`src/rtl/core/assert_macros.svh`:
```
// ----------------------------------------------------------------------------
// assert_macros.svh
// Shared concurrent assertion macros for the RTL core.
// ----------------------------------------------------------------------------
`ifndef ASSERT_MACROS_SVH
`define ASSERT_MACROS_SVH

// Property checked on every rising clock edge outside reset.
`define ASSERT_CLK(label, clk, rst_n, prop, msg) \
	label: assert property (@(posedge clk) disable iff (!rst_n) (prop)) else $error(msg);

// Condition that must never be true outside reset.
`define ASSERT_NEVER(label, clk, rst_n, cond, msg) \
	label: assert property (@(posedge clk) disable iff (!rst_n) !(cond)) else $error(msg);

`endif

```
`src/rtl/core/fhp_pkg.sv`:
```
// ----------------------------------------------------------------------------
// fhp_pkg
// Types and constants shared by the Horner polynomial evaluator.
// ----------------------------------------------------------------------------
package fhp_pkg;

	// Width of the signed degree register.
	localparam int DEG_W = 4;
	localparam int DEG_RESET = 3;

	// Fixed-point scale of the evaluation point: 10 fraction bits.
	localparam int FRAC_BITS = 10;

	// Reset values of the coefficients, lowest order first.
	localparam int MAX_COEFS = 7;
	localparam int COEF_RESET [MAX_COEFS] = '{100, 2500, -100, 1, 0, 0, 0};

	// Register index of the degree; coefficient k sits at index k + 1.
	localparam int REG_DEGREE = 0;
	localparam int REG_COEF_BASE = 1;

	// Commands from the controller to the datapath.
	typedef struct packed {
		logic take;   // capture x and load the accumulator
		logic clear;  // with take: load zero instead of a coefficient
		logic mul;    // register acc * x
		logic add;    // scale the product and add a coefficient
	} fhp_cmd_t;

endpackage

```
`src/rtl/core/fhp_cfg_regs.sv`:
```
// ----------------------------------------------------------------------------
// fhp_cfg_regs
// Degree and coefficient registers with a write port and one read port.
// ----------------------------------------------------------------------------
module fhp_cfg_regs #(
	parameter int MAX_DEGREE = 6,
	parameter int DATA_WIDTH = 20
) (
	input  logic                                  clk,
	input  logic                                  arst_n,
	input  logic                                  cfg_wr_en,
	input  logic [$clog2(MAX_DEGREE+2)-1:0]       cfg_index,
	input  logic [DATA_WIDTH-1:0]                 cfg_wdata,
	input  logic [$clog2(MAX_DEGREE+1)-1:0]       rd_idx,
	output logic signed [DATA_WIDTH-1:0]          rd_coef,
	output logic [fhp_pkg::DEG_W-1:0]             degree
);
	import fhp_pkg::*;

	localparam int NUM_COEF = MAX_DEGREE + 1;
	localparam int CFG_IDX_W = $clog2(MAX_DEGREE + 2);

	logic [DEG_W-1:0]             degree_q;
	logic signed [DATA_WIDTH-1:0] coef_q [NUM_COEF];

	always_ff @(posedge clk or negedge arst_n) begin
		if (!arst_n) begin
			degree_q <= DEG_W'(DEG_RESET);
			for (int i = 0; i < NUM_COEF; i++) begin
				coef_q[i] <= DATA_WIDTH'(COEF_RESET[i]);
			end
		end else if (cfg_wr_en) begin
			if (cfg_index == CFG_IDX_W'(REG_DEGREE)) begin
				degree_q <= cfg_wdata[DEG_W-1:0];
			end
			for (int i = 0; i < NUM_COEF; i++) begin
				if (cfg_index == CFG_IDX_W'(REG_COEF_BASE + i)) begin
					coef_q[i] <= cfg_wdata;
				end
			end
		end
	end

	assign rd_coef = coef_q[rd_idx];
	assign degree  = degree_q;

endmodule

```
`src/rtl/core/fhp_dp.sv`:
```
// ----------------------------------------------------------------------------
// fhp_dp
// Horner datapath: accumulator, shared multiplier and scaled add.
// ----------------------------------------------------------------------------
module fhp_dp #(
	parameter int DATA_WIDTH = 20
) (
	input  logic                         clk,
	input  fhp_pkg::fhp_cmd_t            cmd,
	input  logic signed [DATA_WIDTH-1:0] x_value,
	input  logic signed [DATA_WIDTH-1:0] coef,
	output logic signed [DATA_WIDTH-1:0] acc
);
	import fhp_pkg::*;

	localparam int PROD_W = 2 * DATA_WIDTH;

	logic signed [DATA_WIDTH-1:0] x_q;
	logic signed [DATA_WIDTH-1:0] acc_q;
	logic signed [PROD_W-1:0]     prod_s1;
	logic signed [PROD_W-1:0]     biased;
	logic signed [PROD_W-1:0]     quot;

	// Division by 2^FRAC_BITS rounding toward zero: bias negative products
	// by one less than the divisor before the arithmetic shift.
	always_comb begin
		biased = prod_s1 + (prod_s1[PROD_W-1] ? PROD_W'((1 << FRAC_BITS) - 1) : '0);
		quot   = biased >>> FRAC_BITS;
	end

	always_ff @(posedge clk) begin
		if (cmd.take) begin
			x_q   <= x_value;
			acc_q <= cmd.clear ? '0 : coef;
		end
		if (cmd.mul) begin
			prod_s1 <= acc_q * x_q;
		end
		if (cmd.add) begin
			acc_q <= quot[DATA_WIDTH-1:0] + coef;
		end
	end

	assign acc = acc_q;

endmodule

```
`src/rtl/core/fhp_ctrl.sv`:
```
// ----------------------------------------------------------------------------
// fhp_ctrl
// Controller that sequences a multiply and an add per non-leading coefficient.
// ----------------------------------------------------------------------------
`include "assert_macros.svh"

module fhp_ctrl #(
	parameter int MAX_DEGREE = 6
) (
	input  logic                                clk,
	input  logic                                arst_n,
	input  logic                                start,
	input  logic [fhp_pkg::DEG_W-1:0]           degree,
	output logic                                busy,
	output logic                                done,
	output logic [$clog2(MAX_DEGREE+1)-1:0]     coef_idx,
	output fhp_pkg::fhp_cmd_t                   cmd
);
	import fhp_pkg::*;

	localparam int IDX_W = $clog2(MAX_DEGREE + 1);

	typedef enum logic [1:0] {
		ST_IDLE,
		ST_MUL,
		ST_ADD
	} state_t;

	state_t           state_q;
	logic [IDX_W-1:0] step_q;
	logic             done_q;
	logic             deg_neg;
	logic [IDX_W-1:0] deg_sat;

	// Degrees above the supported maximum evaluate as the maximum.
	always_comb begin
		deg_neg = degree[DEG_W-1];
		if (int'(degree[DEG_W-2:0]) > MAX_DEGREE) begin
			deg_sat = IDX_W'(MAX_DEGREE);
		end else begin
			deg_sat = IDX_W'(degree[DEG_W-2:0]);
		end
	end

	always_comb begin
		cmd      = '0;
		coef_idx = step_q;
		unique case (state_q)
			ST_IDLE: begin
				cmd.take  = start;
				cmd.clear = deg_neg;
				coef_idx  = deg_sat;
			end
			ST_MUL: begin
				cmd.mul = 1'b1;
			end
			ST_ADD: begin
				cmd.add = 1'b1;
			end
			default: begin
				cmd = '0;
			end
		endcase
	end

	always_ff @(posedge clk or negedge arst_n) begin
		if (!arst_n) begin
			state_q <= ST_IDLE;
			step_q  <= '0;
			done_q  <= 1'b0;
		end else begin
			done_q <= 1'b0;
			unique case (state_q)
				ST_IDLE: begin
					if (start) begin
						if (deg_neg || deg_sat == '0) begin
							done_q <= 1'b1;
						end else begin
							step_q  <= deg_sat - IDX_W'(1);
							state_q <= ST_MUL;
						end
					end
				end
				ST_MUL: begin
					state_q <= ST_ADD;
				end
				ST_ADD: begin
					if (step_q == '0) begin
						done_q  <= 1'b1;
						state_q <= ST_IDLE;
					end else begin
						step_q  <= step_q - IDX_W'(1);
						state_q <= ST_MUL;
					end
				end
				default: begin
					state_q <= ST_IDLE;
				end
			endcase
		end
	end

	assign busy = (state_q != ST_IDLE);
	assign done = done_q;

	`ASSERT_CLK(a_done_idle, clk, arst_n, done |-> !busy, "result strobe while busy")
	`ASSERT_CLK(a_busy_start, clk, arst_n, $rose(busy) |-> $past(start), "busy rose without a start")
	`ASSERT_CLK(a_mul_add, clk, arst_n, cmd.mul |=> cmd.add, "multiply not followed by add")
	`ASSERT_CLK(a_cmd_onehot, clk, arst_n, $onehot0({cmd.take, cmd.mul, cmd.add}), "more than one command")

endmodule

```
`src/rtl/core/fixed_point_horner_poly.sv`:
```
// ----------------------------------------------------------------------------
// fixed_point_horner_poly
// Fixed-point polynomial evaluator using Horner's rule.
//
//   Channel   Signals                              Direction
//   -------   ----------------------------------   ---------
//   input     start, busy, x_value                 in / out
//   result    done, poly_value                     out
//   config    cfg_wr_en, cfg_index, cfg_wdata      in
//
// A transaction is taken when start is high and busy is low. With an
// effective degree d >= 1 the result strobe done rises after d multiply
// states and d add states, and a new transaction can be taken while done is
// high; a degree of zero or below raises done without going busy. The single
// shared multiplier is used once per coefficient below the leading one, with
// the scaled add in the following cycle. Reset restores the example
// polynomial. The result is shown for one cycle and is not held back.
// ----------------------------------------------------------------------------
module fixed_point_horner_poly #(
	parameter int MAX_DEGREE = 6,
	parameter int DATA_WIDTH = 20
) (
	input  logic                              clk,
	input  logic                              arst_n,
	input  logic                              start,
	output logic                              busy,
	input  logic signed [DATA_WIDTH-1:0]      x_value,
	output logic                              done,
	output logic signed [DATA_WIDTH-1:0]      poly_value,
	input  logic                              cfg_wr_en,
	input  logic [$clog2(MAX_DEGREE+2)-1:0]   cfg_index,
	input  logic [DATA_WIDTH-1:0]             cfg_wdata
);
	import fhp_pkg::*;

	localparam int IDX_W = $clog2(MAX_DEGREE + 1);

	fhp_cmd_t                     cmd;
	logic [IDX_W-1:0]             coef_idx;
	logic signed [DATA_WIDTH-1:0] coef;
	logic [DEG_W-1:0]             degree;

	fhp_cfg_regs #(
		.MAX_DEGREE (MAX_DEGREE),
		.DATA_WIDTH (DATA_WIDTH)
	) u_cfg (
		.clk       (clk),
		.arst_n    (arst_n),
		.cfg_wr_en (cfg_wr_en),
		.cfg_index (cfg_index),
		.cfg_wdata (cfg_wdata),
		.rd_idx    (coef_idx),
		.rd_coef   (coef),
		.degree    (degree)
	);

	fhp_ctrl #(
		.MAX_DEGREE (MAX_DEGREE)
	) u_ctrl (
		.clk      (clk),
		.arst_n   (arst_n),
		.start    (start),
		.degree   (degree),
		.busy     (busy),
		.done     (done),
		.coef_idx (coef_idx),
		.cmd      (cmd)
	);

	fhp_dp #(
		.DATA_WIDTH (DATA_WIDTH)
	) u_dp (
		.clk     (clk),
		.cmd     (cmd),
		.x_value (x_value),
		.coef    (coef),
		.acc     (poly_value)
	);

endmodule
```
`config.mk`:
```
export PLATFORM = sky130hd
export DESIGN_NAME = fixed_point_horner_poly
export DESIGN_NICKNAME = d
export VERILOG_FILES = /design/src/rtl/core/fhp_pkg.sv /design/src/rtl/core/fhp_cfg_regs.sv /design/src/rtl/core/fhp_dp.sv /design/src/rtl/core/fhp_ctrl.sv /design/src/rtl/core/fixed_point_horner_poly.sv
export VERILOG_INCLUDE_DIRS = /design/src /design/src/rtl/core
export SDC_FILE = /design/constraint.sdc
export NUM_CORES = 2
export LEC_CHECK = 0
export ABC_AREA = 1
export ABC_CLOCK_PERIOD_IN_PS = 7800
export BUFFER_PORTS_ARGS = -buffer_cell sky130_fd_sc_hd__buf_2
export CORE_ASPECT_RATIO = 1.4
export CORE_MARGIN = 2
export CORE_UTILIZATION = 35
export DETAILED_ROUTE_END_ITERATION = 10
export PLACE_DENSITY = 0.55
export SLEW_MARGIN = 20
export SYNTH_ARGS = -nofsm -noshare
export SYNTH_HDL_FRONTEND = slang
export SYNTH_SLANG_ARGS = --single-unit
```
`constraint.sdc`:
```
create_clock -name clk -period 7.8 [get_ports clk]
set_clock_uncertainty 0.15 [all_clocks]
set_input_delay 0.39 -clock clk [delete_from_list [all_inputs] [get_ports clk]]
set_output_delay 0.39 -clock clk [all_outputs]
set_load 0.03 [all_outputs]
```
## Word level (Yosys, flattened, before mapping)

Index checks and enable logic that the tools add are counted.
W data, S select, Z words.

- Register bits: 230
- Latch bits: 0
- RAM bits: 0
- ROM bits: 0
- Bits of input ports: 47
- Output and inout bits: 22
- Word-level logic and storage cells: 76
- Memories: 0

- Add/sub/neg operators: 4
- Multiply operators: 1
- Div/mod/pow operators: 0
- $lt $le $gt $ge: 2
- Equality and inequality tests: 12
- Shifts and indexed selects: 0
- Muxes and demuxes: 24
- Bitwise gates (word level): 1
- Reduce and logical (&&, ||, !) cells: 18

Operators by type and width:

| operator | number |
|---|---|
| $mux W20 | 5 |
| $bmux W20 S3 | 1 |
| $mul A20 B20 Y40 | 1 |
| $add A30 B30 Y30 | 1 |
| $add A20 B20 Y20 | 1 |
| $reduce_and A2 Y1 | 9 |
| $mux W3 | 5 |
| $eq A3 B3 Y1 const B | 4 |
| $mux W10 | 1 |
| $logic_not A3 Y1 | 3 |
| $eq A3 B2 Y1 const B | 2 |
| $mux W1 | 6 |
| $mux W2 | 3 |
| $ne A2 B2 Y1 const B | 3 |
| $pmux W2 S3 | 1 |
| $pmux W3 S2 | 1 |
| $reduce_bool A2 Y1 | 3 |
| $sub A3 B1 Y3 const B | 2 |
| $ge A4 B4 Y1 const B | 1 |
| $not A3 Y4 | 1 |
| $reduce_and A4 Y1 | 1 |
| $eq A3 B1 Y1 const B | 1 |
| $gt A3 B3 Y1 const B | 1 |
| $eq A2 B1 Y1 const B | 1 |
| other kinds (4) | 4 |

## Longest topological paths before layout

- Word-level depth: 10
- Depth in mapped cells: 28
- Depth with buffers taken out: 27

## By module

From an unflattened synthesis, not the netlist that was laid out.

- Cells, all modules: 3390
- Area, all modules: 27048.4 µm²

By module, submodules not included:

| module | instances | cells each | area an instance (µm²) | seq. area each (µm²) |
|---|---|---|---|---|
| fhp_dp | 1 | 2361 | 19597.5 | 2132.0 |
| fhp_cfg_regs | 1 | 966 | 7025.5 | 3637.2 |
| fhp_ctrl | 1 | 63 | 425.4 | 150.1 |

## Least setup slack after synthesis

OpenSTA, ideal clock, no wires.

- Path type: reg2reg
- Start: reg u_dp.acc_q[19] (netlist: u_dp.acc[19])
- End: reg u_dp.prod_s1[39], data pin
- Arrival time: 6.337 ns
- Required time: 7.398 ns
- Setup slack: 1.061 ns
- Stages on the path, launching flop included: 27
- Cell sequence: edfxtp_1 > clkbuf_1 > nand2_1 > fa_1 > inv_1 > fa_1 > inv_1 > fa_1 > inv_1 > fa_1 > inv_1 > fa_1 > inv_1 > fa_1 > inv_1 > fa_1 > inv_1 > ha_1 > nand2_1 > nor2_1 > nand2_1 > nor3_1 > nand3_1 > nand3_1 > inv_1 > nand2_1 > nand2_1

- Longest elaborated chain between the ends: 1

RTL lines:

| item | line | source |
|---|---|---|
| start: declaration | fhp_dp.sv:19 | `logic signed [DATA_WIDTH-1:0] acc_q;` |
| start signal: assignment | fhp_dp.sv:34 | `acc_q <= cmd.clear ? '0 : coef;` |
| start signal: assignment | fhp_dp.sv:40 | `acc_q <= quot[DATA_WIDTH-1:0] + coef;` |
| $mul A20 B20 Y40 | fhp_dp.sv:37 | `prod_s1 <= acc_q * x_q;` |
| end signal: assignment | fhp_dp.sv:37 |  |
| end: declaration | fhp_dp.sv:20 | `logic signed [PROD_W-1:0] prod_s1;` |

No other way between the ends.
A chain may end at the register's enable or synchronous reset.

## Worst setup path in the final report

- Start: reg u_dp.acc_q[19] (netlist: u_dp.acc[19])
- End: reg u_dp.prod_s1[29], data pin

The elaborated chain is that of the path after synthesis.

==> results.sh <==
export IMPL_async_flop_share_pct=67.9
export IMPL_endpoint="u_dp.prod_s1[29]"
export IMPL_grt_setup_unrepaired="no"
export IMPL_setup_ws_ns=0.578
export IMPL_fin_crit_sh_pct=92.6
export IMPL_required_ns=8.06
export IMPL_synth_top_area_cell="fa_1"
export IMPL_antenna_cells=0
export IMPL_post_dp_cell_area_um2=27900
export IMPL_antenna_found_initial=1
export IMPL_regArea_um2=5920
export IMPL_clk_latency_ns=0.60
export IMPL_cpMostUsedCell="fa_1"
export IMPL_multi_input_area_um2=17100
export IMPL_reg2reg_setup_slack_ns=0.58
export IMPL_row_count=119
export IMPL_max_slew_margin_pct=25.4
export IMPL_r2r_start="u_dp.acc[19]"
export IMPL_fill_cells=7857
export IMPL_max_cap_viol_count=0
export IMPL_overflow=0
export IMPL_final_cells=4261
export IMPL_path_cells="nand2_1 > fa_1 > inv_1 > fa_1 > inv_1 > fa_1 > buf_4 > fa_1 > inv_1 > fa_1 > fa_1 > inv_1 > fa_1 > inv_1 > ha_1 > nand2_1 > nor2_1 > nand4_1 > or2_2 > nand3_1 > xor2_1"
export IMPL_start_kind="flop"
export IMPL_synth_net_count=3815
export IMPL_status="complete, no violations"
export IMPL_setup_violations_final=0
export IMPL_gp_congestion=0.909
export IMPL_route_detailed_wl_per_inst_um=16.9
export IMPL_die_area_um2=78000
export IMPL_startpoint="u_dp.acc[19]"
export IMPL_track_usage_pct=19.1
export IMPL_final_antenna_net_count=0
export IMPL_dp_cells=4169
export IMPL_syn_inst=3211
export IMPL_nNetsFinal=3875
export IMPL_area_growth_pct=10.2
export IMPL_setup_tns_ns=0
export IMPL_ys_top_cells_by_count="783 x inv_1, 783 x nand2_1, 421 x fa_1, 233 x o21ai_0, 144 x nor2_1"
export IMPL_rr_worst_depth=21
export IMPL_drt_iter0_drc=1153
export IMPL_via_per_inst=4.75
export IMPL_dp_hpwl_mm=56.2
export IMPL_max_freq_ghz=0.138
export IMPL_drive_gt1_share_pct=7.41
export IMPL_yosys_register_bits=221
export IMPL_min_period_ns=7.22
export IMPL_synth_main_ff_cell="dfrtp_1"
export IMPL_die_h_um=330
export IMPL_final_cell_area_um2=29200
export IMPL_synth_warnings=0
export IMPL_grt_pass1_vias=21400
export IMPL_drcViolationCount=0
export IMPL_ctsResizeCount=0
export IMPL_ys_types=50
export IMPL_critPathSlowestCell="edfxtp_1"
export IMPL_cts_tree="done"
export IMPL_die_w_um=237
export IMPL_start_util_pct=35.3
export IMPL_grt_max_degree=61
export IMPL_slew_violations=0
export IMPL_worst_pin_slew_ns=1.12
export IMPL_via_count=20200
export IMPL_routed_wl_mm=71.9
export IMPL_ioPinCount=69
export IMPL_critPathCaptureType="flop"
export IMPL_synth_cell_area_um2=26500
export IMPL_io_buffers=68
export IMPL_grt_pass1_wl_mm=117
export IMPL_cts_sinks=221
export IMPL_critPathMaxFanout=21
export IMPL_avgSynthCellArea_um2=8.25
export IMPL_htreeDepth=1
export IMPL_first_pass_iters=6
export IMPL_ys_seq_area_share_pct=22.3
export IMPL_cts_clk_slew_worst_paths_ns=0.06
export IMPL_hold_violations=0
export IMPL_cts_buffer_depth=3
export IMPL_slowest_delay_ns=1.00
export IMPL_crit_type="flop to flop"
export IMPL_cts_root_buffer="clkbuf_16"
export IMPL_core_um2=75000
export IMPL_worst_ep_arrival_time_ns=7.49
export IMPL_dp_slack_ns=0.575
export IMPL_r2r_end="u_dp.prod_s1[29]"
export IMPL_synth_edf_count=71
export IMPL_synth_area_leaders="fa_1 32%, dfrtp_1 12%, inv_1 11%"
export IMPL_yosysTopAreaCellShare_pct=31.8
export IMPL_hp_class="primary input to flop"
export IMPL_numCtsBuffers=28
how the worst min path moves through the flow:
stage	endpoint	cells past startpoint	slack, ns	start
final	u_cfg.coef_q[19]	3	0.03	cfg_wdata[19]
after detailed placement	u_cfg.coef_q[4]	1	0.21	arst_n
after global placement	u_ctrl.done	1	0.21	arst_n
after global routing	u_cfg.coef_q[19]	3	0.05	cfg_wdata[19]
after CTS	u_cfg.coef_q[19]	3	0.01	cfg_wdata[19]
after floorplan	u_cfg.coef_q[0]	0	-0.06	arst_n
flip-flops by register name, indices dropped and copies added, names as in the netlist:
signal          flops
u_cfg.coef_q      140
u_dp.prod_s1       31
u_dp.acc           20
u_dp.x_q           20
u_cfg.degree        4
u_ctrl.step_q       3
u_ctrl.state_q      2
u_ctrl.done         1
kinds of logic (layout without fill, tap and decap cells):
kind of cell,count (synthesis),in the layout,synth area share (%)
AO/OA/AOI/OAI,403,403,8.24
AND/OR/NAND/NOR,1050,1050,15.9
flip-flops,221,221,22.3
XOR/XNOR,58,58,1.92
adder cells (fa/ha/maj),557,557,38.2
buffers and inverters,922,1004,13.4
cells in the final DEF, fill, tap and decap left out, types with 8 or more instances in the layout:
cell,instances
xnor2_1,19
nand3_1,51
o21ai_0,232
dfstp_2,27
edfxtp_1,71
nand4_1,13
inv_1,783
o21ai_1,15
nor3_1,14
buf_4,56
o22ai_1,31
clkbuf_16,28
ha_1,136
nand2_1,782
a21oi_1,79
or2_2,9
buf_2,67
nor2_1,142
a21o_1,8
dfrtp_1,123
dlygate4sd3_1,40
xor2_1,39
nand2_2,15
fa_1,421
critical path, delay by kind of cell (launching register included):
family        cells  cell delay, ns
fa+ha+maj         8            4.01
simple gates      6            1.12
flops             1            1.00
buf+inv           6            0.56
xor+xnor          1            0.23
per-stage QoR:
stage,util [%],hold WS [ns]
5_1_grt,38.9,0.0515
4_1_cts,38.9,0.0143
2_1_floorplan,-,-0.0556
3_3_place_gp,37.2,0.213
3_5_place_dp,37.2,0.214
6_report,38.9,0.0310
timing repair:
action,4_1_cts,5_1_grt
hold endpoints to repair,114,0
setup buffers,0,0
hold buffers,40,0
layout make-up:
| class | count | share of cell area [%] |
|---|---|---|
| Clock buffer | 39 | 2.68 |
| Clock inverter | 13 | 0.411 |
| Inverter | 788 | 10.1 |
| Multi-Input combinational cell | 2068 | 58.4 |
| Sequential cell | 221 | 20.3 |
| Tap cell | 968 | 4.15 |
| Timing Repair Buffer | 164 | 4.00 |
per-layer routing:
metal,vias to the layer above,wire length [um],GRT usage (%)
met5,-,0,0
met4,0,1900,4.93
met3,95,2520,1.75
met2,362,38600,36.4
met1,10100,28900,22.9
li1,9683,-,-
Power is left out: the tool's default activity adds up to more than one toggle a clock period on the data nets, which glitch-free logic cannot reach.
